**config.mk**
```make
export PLATFORM = sky130hd
export DESIGN_NAME = rgb565_alpha_mask_blend
export DESIGN_NICKNAME = d
export VERILOG_FILES = /design/src/ramb_pkg.sv /design/src/rgb565_alpha_mask_blend.sv
export SDC_FILE = /design/constraint.sdc
export NUM_CORES = 1
export LEC_CHECK = 0
export ABC_CLOCK_PERIOD_IN_PS = 12900
export BUFFER_PORTS_ARGS = -buffer_cell sky130_fd_sc_hd__buf_2
export CAP_MARGIN = 20
export CORE_ASPECT_RATIO = 0.5
export CORE_MARGIN = 10
export CORE_UTILIZATION = 55
export CTS_BUF_LIST = sky130_fd_sc_hd__clkbuf_2 sky130_fd_sc_hd__clkbuf_4 sky130_fd_sc_hd__clkbuf_8
export DETAILED_ROUTE_END_ITERATION = 7
export PLACE_DENSITY = 0.73
export SLEW_MARGIN = 15
export SYNTH_ARGS = -nofsm -noshare
export SYNTH_HDL_FRONTEND = slang
export SYNTH_SLANG_ARGS = --single-unit
```
**constraint.sdc**
```tcl
create_clock -name aclk -period 12.9 [get_ports aclk]
set_input_delay 0.645 -clock aclk [delete_from_list [all_inputs] [get_ports aclk]]
set_output_delay 0.645 -clock aclk [all_outputs]
set_load 0.01 [all_outputs]
```
**src/ramb_pkg.sv**
```systemverilog
package ramb_pkg;

    localparam int unsigned PIX_W   = 16;
    localparam int unsigned ALPHA_W = 4;
    localparam int unsigned MASK_W  = 2 * ALPHA_W;
    localparam int unsigned CH5_W   = 5;
    localparam int unsigned CH6_W   = 6;

    localparam logic [ALPHA_W-1:0] ALPHA_NONE = 4'd0;
    localparam logic [ALPHA_W-1:0] ALPHA_FULL = 4'd15;
    localparam logic [9:0]         ALPHA_ROUND = 10'd7;

    typedef logic [PIX_W-1:0]   pixel_t;
    typedef logic [ALPHA_W-1:0] alpha_t;

    // (bg*(15-a) + fg*a + 7) / 15 on one channel of up to six bits.
    // The sum stays below 1024, so x/15 == ((x+1)*4369) >> 16 exactly;
    // 4369 = 17 * 257, built from two shift-and-add steps.
    function automatic logic [CH6_W-1:0] mix_channel(
        input logic [CH6_W-1:0] bg,
        input logic [CH6_W-1:0] fg,
        input alpha_t           a
    );
        logic [9:0]  sum;
        logic [13:0] t17;
        logic [21:0] t4369;
        sum   = 10'(bg) * 10'(ALPHA_FULL - a) + 10'(fg) * 10'(a) + ALPHA_ROUND;
        t17   = 14'(sum) + (14'(sum) << 4) + 14'd17;
        t4369 = 22'(t17) + (22'(t17) << 8);
        return t4369[21:16];
    endfunction

    function automatic pixel_t panel_swap(input pixel_t v);
        return {v[7:0], v[15:8]};
    endfunction

    // Composite the foreground onto one byte-swapped RGB565 pixel.
    function automatic pixel_t blend_pixel(
        input pixel_t back,
        input pixel_t fore,
        input alpha_t a
    );
        pixel_t           bg;
        pixel_t           fg;
        logic [CH6_W-1:0] r;
        logic [CH6_W-1:0] g;
        logic [CH6_W-1:0] b;
        pixel_t           res;
        bg = panel_swap(back);
        fg = panel_swap(fore);
        r  = mix_channel({1'b0, bg[15:11]}, {1'b0, fg[15:11]}, a);
        g  = mix_channel(bg[10:5], fg[10:5], a);
        b  = mix_channel({1'b0, bg[4:0]}, {1'b0, fg[4:0]}, a);
        if (a == ALPHA_NONE) begin
            res = back;
        end else if (a == ALPHA_FULL) begin
            res = fore;
        end else begin
            res = panel_swap({r[CH5_W-1:0], g, b[CH5_W-1:0]});
        end
        return res;
    endfunction

endpackage

```
**src/rgb565_alpha_mask_blend.sv**
```systemverilog
// Solid-color compositor for byte-swapped RGB565 framebuffer pixels.
//
// Input stream (s_*): each transaction carries one coverage mask byte and
// the two background pixels it covers. The high nibble is the even pixel's
// alpha, the low nibble the odd pixel's. Result stream (m_*): the two blended
// pixels on m_tdata and their write flags on m_tuser; a flag is set when
// that pixel's alpha is nonzero (zero alpha passes the background through).
// The foreground color is loaded through the cfg_* write channel, which is
// always ready; write it only while no transaction is in flight.
//
// Pipeline: the input register loads at the accepting edge, then the blend
// result lands in the output register when that register advances, which
// raises m_tvalid.
// Throughput: one transaction per clock; the two-register pipeline advances
// whenever the output register is empty or is being taken.
// Stall: when m_tready is low the output register holds, the input register
// fills behind it, and s_tready drops once both are occupied; nothing is lost.
// Reset (aresetn low, synchronous): both pipeline stages empty, foreground
// color returns to 0.
module rgb565_alpha_mask_blend (
    input  logic                          aclk,
    input  logic                          aresetn,
    // fore_color
    input  logic                          cfg_valid,
    output logic                          cfg_ready,
    input  logic [ramb_pkg::PIX_W-1:0]    cfg_data,
    input  logic                          s_tvalid,
    output logic                          s_tready,
    // [7:0] coverage_pair, [23:8] back_even, [39:24] back_odd
    input  logic [39:0]                   s_tdata,
    output logic                          m_tvalid,
    input  logic                          m_tready,
    // [15:0] pix_even, [31:16] pix_odd
    output logic [31:0]                   m_tdata,
    // [0] write_even, [1] write_odd
    output logic [1:0]                    m_tuser
);
    import ramb_pkg::*;

    pixel_t              fore_color_reg;

    // input stage
    logic                in_valid_reg;
    logic                in_valid_next;
    logic [MASK_W-1:0]   in_mask_reg;
    pixel_t              in_back_even_reg;
    pixel_t              in_back_odd_reg;

    // output stage
    logic                out_valid_reg;
    logic                out_valid_next;
    pixel_t              out_pix_even_reg;
    pixel_t              out_pix_odd_reg;
    logic                out_write_even_reg;
    logic                out_write_odd_reg;

    logic                out_load;
    logic                in_load;
    alpha_t              alpha_even;
    alpha_t              alpha_odd;

    assign cfg_ready = 1'b1;

    // Advance the output register when it is empty or its result is taken;
    // the input register may refill in the same cycle it hands off.
    assign out_load = !out_valid_reg || m_tready;
    assign s_tready = !in_valid_reg || out_load;
    assign in_load  = s_tvalid && s_tready;

    assign alpha_even = in_mask_reg[MASK_W-1:ALPHA_W];
    assign alpha_odd  = in_mask_reg[ALPHA_W-1:0];

    always_comb begin
        in_valid_next = in_valid_reg;
        if (in_load) begin
            in_valid_next = 1'b1;
        end else if (out_load) begin
            in_valid_next = 1'b0;
        end
    end

    always_comb begin
        out_valid_next = out_valid_reg;
        if (out_load) begin
            out_valid_next = in_valid_reg;
        end
    end

    // Control state and the configuration register.
    always_ff @(posedge aclk) begin
        if (!aresetn) begin
            in_valid_reg   <= 1'b0;
            out_valid_reg  <= 1'b0;
            fore_color_reg <= '0;
        end else begin
            in_valid_reg  <= in_valid_next;
            out_valid_reg <= out_valid_next;
            if (cfg_valid && cfg_ready) begin
                fore_color_reg <= cfg_data;
            end
        end
    end

    // Capture the incoming transaction.
    always_ff @(posedge aclk) begin
        if (in_load) begin
            in_mask_reg      <= s_tdata[7:0];
            in_back_even_reg <= s_tdata[23:8];
            in_back_odd_reg  <= s_tdata[39:24];
        end
    end

    // Blend both pixels in one pass and hold the result until it is taken.
    always_ff @(posedge aclk) begin
        if (out_load && in_valid_reg) begin
            out_pix_even_reg   <= blend_pixel(in_back_even_reg, fore_color_reg, alpha_even);
            out_pix_odd_reg    <= blend_pixel(in_back_odd_reg, fore_color_reg, alpha_odd);
            out_write_even_reg <= (alpha_even != ALPHA_NONE);
            out_write_odd_reg  <= (alpha_odd != ALPHA_NONE);
        end
    end

    assign m_tvalid = out_valid_reg;
    assign m_tdata  = {out_pix_odd_reg, out_pix_even_reg};
    assign m_tuser  = {out_write_odd_reg, out_write_even_reg};

endmodule
```
==> flow_summary.yaml, run 1 <==
status:
  outcome: "completed"
global_routing:
  grt_max_degree: 41
  grtUsageTotal: 0.203
  antenna_found_initial: 0
  gr-total-overflow: 0
  grt_pass1_vias: 12400
  grt_pass1_wl_mm: 62.6
final_layout:
  nNetsFinal: 2339
  fin_cells: 2266
  area_delta_synth_final_pct: 6.58
  drive_gt1_frac: 0.0880
  num_antenna_cells: 0
logic_synthesis:
  synthXorXnorAreaFrac: 0.0692
  synth_edf_count: 74
  async_flop_share: 0
  ys_ff_latch: 92
  postSynthCellCount: 1803
  synthAdderAreaFrac: 0.384
  synth_mux_area_frac: 0.0193
  synth-simple-area-share: 0.168
  synth_top_family_by_area: "adder cells"
  synth.distinct_cells: 82
  synth_compound_area_frac: 0.122
  synth-seq-area-share: 0.157
  synth_area_per_cell_um2: 9.15
  synth_ff_type: "edfxtp_1"
  yosys_warnings: 0
  syn_area_um2: 16500
clock_network:
  cts-buffers-inserted: 9
  cts_setup_buffers: 0
  htree_levels: 3
  post_cts_resized: 0
  clkSinkCount: 92
  hold_buffers: 0
  cts_root_buffer: "clkbuf_8"
  clkTransAtPathRegs_ps: 110
  clock_path_buffers: 2
  cts_tree: "yes"
  clk_latency_ps: 430
routing:
  drc: 0
  antenna_left: 0
  vias: 12600
  drt-initial-drc-count: 804
  totalWireLength_mm: 37.9
  drt-pass1-iter-count: 7
  wl_per_cell_um: 16.7
  via_per_inst: 5.56
sta:
  finalWorstPathRequiredPeriod_ps: 8770
  worst_pin_slew_ps: 722
  setup_viol: 0
  drv_slew: 0
  slew_headroom: 0.517
  hold_viol_final: 0
  rsz0062_at_grt: "false"
  finalSetupTns_ps: 0
  clock_skew_ps: 19.5
  fmax_ghz: 0.114
  period_share: 0.680
setup_path:
  crit_buf_inv: 4
  cpLargestDelayFamily: "adder cells"
  cpMostUsedCell: "fa_1"
  worstSetupEndpointType: "flip-flop"
  crit_fanout: 29
  cp-start-kind: "flip-flop"
  cpMaxStageDelayCell: "a2111oi_2"
  critPathArrivalTime_ps: 8950
  cp.required_ps: 13080
  cpPeakStageDelay_ps: 590
  path_class: "flip-flop to flip-flop"
placement:
  dp_cells: 2249
  gp_congestion: 0.890
  hpwl_mm: 30.5
  io_buffers: 96
die:
  rows: 44
  fp.dieH_um: 142
  start_util: 0.563
  die_x_um: 265
  design.core.area_um2: 29300
  die_area_um2: 37700
  io-pin-count: 98
flow_run:
  drv_cap: 0
hold_path:
  hold_path.class: "input pin to flip-flop"
## metrics by stage
stage | setup slack, ps | util | cell area [um2] | hold slack, ps
after detailed placement | 4190 | 0.592 | 17300 | 514
after global routing | 3420 | 0.600 | 17600 | 356
final | 4130 | 0.600 | 17600 | 382
after global placement | 4310 | 0.592 | 17300 | 516
after floorplan | 4610 | - | 16500 | 477
after CTS | 4120 | 0.599 | 17600 | 355
## Yosys cell counts, types with 7 or more instances
| library cell | n | area, um2 |
|---|---|---|
| nor2b_1 | 100 | 626 |
| and3_1 | 7 | 43.8 |
| a21oi_1 | 79 | 395 |
| nor3_1 | 19 | 95.1 |
| ha_1 | 244 | 3050 |
| mux2i_1 | 24 | 240 |
| or2_2 | 7 | 43.8 |
| o21a_1 | 24 | 180 |
| nand3_1 | 24 | 120 |
| a211oi_1 | 10 | 75.1 |
| mux2_2 | 7 | 78.8 |
| a22oi_1 | 13 | 97.6 |
| nor2_1 | 70 | 263 |
| xnor2_1 | 79 | 692 |
| dfxtp_1 | 18 | 360 |
| o21ai_1 | 11 | 55.1 |
| o21bai_1 | 10 | 75.1 |
| o22ai_1 | 14 | 87.6 |
| or3_1 | 12 | 75.1 |
| fa_1 | 164 | 3280 |
| xor2_1 | 40 | 350 |
| and4b_1 | 9 | 90.1 |
| a31oi_1 | 12 | 75.1 |
| a21o_1 | 14 | 105 |
| inv_1 | 283 | 1060 |
| nand2b_1 | 53 | 332 |
| and2_1 | 89 | 557 |
| nand2_1 | 90 | 338 |
| o21ai_0 | 44 | 220 |
| clkbuf_1 | 53 | 199 |
| edfxtp_1 | 74 | 2220 |
## worst paths after layout
check / from / to / slack [ps] / cells after the start
worst max-delay path: in_mask_reg[2]$_DFFE_PP_ / out_pix_odd_reg[15]$_DFFE_PP_ / 4130 / 33
worst min-delay path: s_tdata[39] / in_back_odd_reg[15]$_DFFE_PP_ / 380 / 1
worst max register to register: in_mask_reg[2]$_DFFE_PP_ / out_pix_odd_reg[15]$_DFFE_PP_ / 4130 / 33
worst min register to register: in_valid_reg$_SDFFE_PN0P_ / m_tvalid$_SDFFE_PN0P_ / 560 / 1
## cells by family (layout without fill, tap and decap cells)
kind of cell               after synthesis  after routing
and+or+nand+nor                        505            505
AOI/OAI and AO/OA                      298            298
buffers and inverters                  344            411
DFF                                     92             92
xor gates and xnor gates               123            123
muxes                                   31             31
adders and majority gates              408            408
other                                    2              7
## metal layers
metal / wire length (um) / GRT usage
met2: 17900 / 0.341
met5: 0 / 0
met4: 637 / 0.0538
met3: 2070 / 0.0341
met1: 17300 / 0.269
## cell type report
cell class              instances  area, um2
inverters                     285       1070
fillers                      2607      11700
clock inverters                 6       75.1
clock buffers                  10        131
multi-input cells            1372      12600
well taps                     391        489
repair buffers                110        606
flip-flops and latches         92       2580
## cells in the final DEF (no fill, tap or decap), types with 14 or more instances in the layout
cell type,netlist,routed
xor2_1,40,40
o21a_1,24,24
nor3_1,19,19
mux2i_1,24,24
nand3_1,24,24
inv_1,283,283
a21oi_1,79,79
and2_1,89,88
nor2b_1,100,99
nand2b_1,53,53
o21ai_0,44,44
nand2_1,90,90
ha_1,244,244
buf_2,0,96
edfxtp_1,74,74
a21o_1,14,14
xnor2_1,79,79
fa_1,164,164
nor2_1,70,70
dfxtp_1,18,18
o22ai_1,14,14
Power of run 1 is not shown: default switching activity piles up to over one toggle a cycle in this logic, so the estimate is an artifact.
==> run 2, diff against run 1 <==
--- a/config.mk
+++ b/config.mk
@@ -5,7 +5,7 @@
 export SDC_FILE = /design/constraint.sdc
 export NUM_CORES = 1
 export LEC_CHECK = 0
-export ABC_CLOCK_PERIOD_IN_PS = 12900
+export ABC_CLOCK_PERIOD_IN_PS = 8700
 export BUFFER_PORTS_ARGS = -buffer_cell sky130_fd_sc_hd__buf_2
 export CAP_MARGIN = 20
 export CORE_ASPECT_RATIO = 0.5
==> constraint.sdc (replaced) <==
create_clock -name aclk -period 8.7 [get_ports aclk]
set_input_delay 0.435 -clock aclk [delete_from_list [all_inputs] [get_ports aclk]]
set_output_delay 0.435 -clock aclk [all_outputs]
set_load 0.01 [all_outputs]
==> flow_summary.yaml, run 2 (same netlist as run 1, synthesis figures left out) <==
sta:
  drv_slew: 0
  hold_viol_final: 0
  worst_pin_slew_ps: 673
  setup_slack_ps: 384
  setup_viol: 0
  period_share: 0.956
  slew_headroom: 0.548
  hold_ws_ps: 170
  finalWorstPathRequiredPeriod_ps: 8320
  fmax_ghz: 0.120
  clock_skew_ps: 12.3
hold_path:
  hold_path.class: "input pin to flip-flop"
  whs_path_depth: 1
  min_from: "s_tdata[10]"
  min_to: "in_back_even_reg[2]$_DFFE_PP_"
setup_path:
  cpPeakStageDelay_ps: 540
  cp.required_ps: 8880
  path_class: "flip-flop to flip-flop"
  reg2reg_setup_slack_ps: 380
  cpMaxStageDelayCell: "fa_1"
  cpMostUsedCell: "fa_1"
  crit_fanout: 7
  cp-start-kind: "flip-flop"
  r2r-end: "out_pix_even_reg[2]$_DFFE_PP_"
  worstSetupEndpointType: "flip-flop"
  critPathArrivalTime_ps: 8500
  r2r_start: "fore_color_reg[15]$_SDFFE_PN0P_"
  rr_worst_depth: 32
routing:
  drc: 0
  drt-initial-drc-count: 800
  antenna_left: 0
  totalWireLength_mm: 39.0
  via_per_inst: 5.59
  vias: 12900
  drt-pass1-iter-count: 6
  wl_per_cell_um: 17.0
global_routing:
  grt_max_degree: 28
  grtUsageTotal: 0.209
  gr-total-overflow: 0
  antenna_found_initial: 1
  grt_pass1_vias: 12600
  grt_pass1_wl_mm: 64.2
die:
  die_x_um: 265
  start_util: 0.563
  rows: 44
  die_area_um2: 37700
  fp.dieH_um: 142
  design.core.area_um2: 29300
  io-pin-count: 98
clock_network:
  clkTransAtPathRegs_ps: 100
  cts_tree: "yes"
  htree_levels: 3
  clock_path_buffers: 2
  clkSinkCount: 92
  clk_latency_ps: 430
  cts_root_buffer: "clkbuf_8"
  cts-buffers-inserted: 9
final_layout:
  area_delta_synth_final_pct: 8.44
  final_common_cell: "inv_1"
  final_cell_mix: "inv_1, ha_1, fa_1"
  nNetsFinal: 2369
  drive_gt1_frac: 0.107
placement:
  place_ws_ps: 199
  gp_congestion: 0.862
  hpwl_mm: 31.8
  io_buffers: 96
status:
  outcome: "completed"
flow_run:
  drv_cap: 0
run 2: worst max-delay path: cells and delay by family (launching register included):
family                   cells  cell delay (ps)
XOR/XNOR                     3              610
flip-flops                   1              520
AO/OA/AOI/OAI                9             1770
buffers and inverters        4              220
AND/OR/NAND/NOR              7             1060
adder cells (fa/ha/maj)      9             3870
run 2: final cells by class:
| cell class | count | area (um2) |
|---|---|---|
| multi-input cells | 1372 | 12700 |
| inverters | 285 | 1070 |
| diodes | 3 | 7.51 |
| well taps | 391 | 489 |
| clock buffers | 10 | 138 |
| flip-flops and latches | 92 | 2580 |
| repair buffers | 140 | 846 |
| fillers | 2552 | 11400 |
| clock inverters | 6 | 45.0 |
run 2: metrics by stage:
step	util	setup TNS, ps	cell area [um2]	instances
global route	0.611	-77.1	17900	2297
finish	0.611	0	17900	2299
floorplan	-	0	16500	1808
detailed placement	0.599	0	17500	2272
CTS	0.605	0	17700	2288
global placement	0.598	0	17500	2271
run 2: how the worst max path moves through the flow:
stage | slack, ps | end | startpoint
after global routing | -40 | out_pix_even_reg[2]$_DFFE_PP_ | fore_color_reg[15]$_SDFFE_PN0P_
after global placement | 330 | out_pix_even_reg[12]$_DFFE_PP_ | in_mask_reg[7]$_DFFE_PP_
after floorplan | 410 | out_pix_even_reg[2]$_DFFE_PP_ | in_mask_reg[7]$_DFFE_PP_
after CTS | 160 | out_pix_even_reg[2]$_DFFE_PP_ | in_mask_reg[5]$_DFFE_PP_
final | 380 | out_pix_even_reg[2]$_DFFE_PP_ | fore_color_reg[15]$_SDFFE_PN0P_
after detailed placement | 200 | out_pix_even_reg[2]$_DFFE_PP_ | in_mask_reg[5]$_DFFE_PP_
run 2: layer usage:
metal  vias to the layer above  share of wire  routed length (um)  track usage
li1                       6214              -                   -            -
met1                      6288           0.46               18100        0.280
met2                       301           0.46               18100        0.348
met3                        53          0.048                1890       0.0312
met4                         0          0.024                 922       0.0592
met5                         -              0                   0            0
run 2: timing repair:
action	in CTS	in global routing
resized for setup	0	19
setup buffers	0	8
hold buffers	0	0
endpoints found under the setup margin	0	15
Power of run 2 is left out for the same reason.
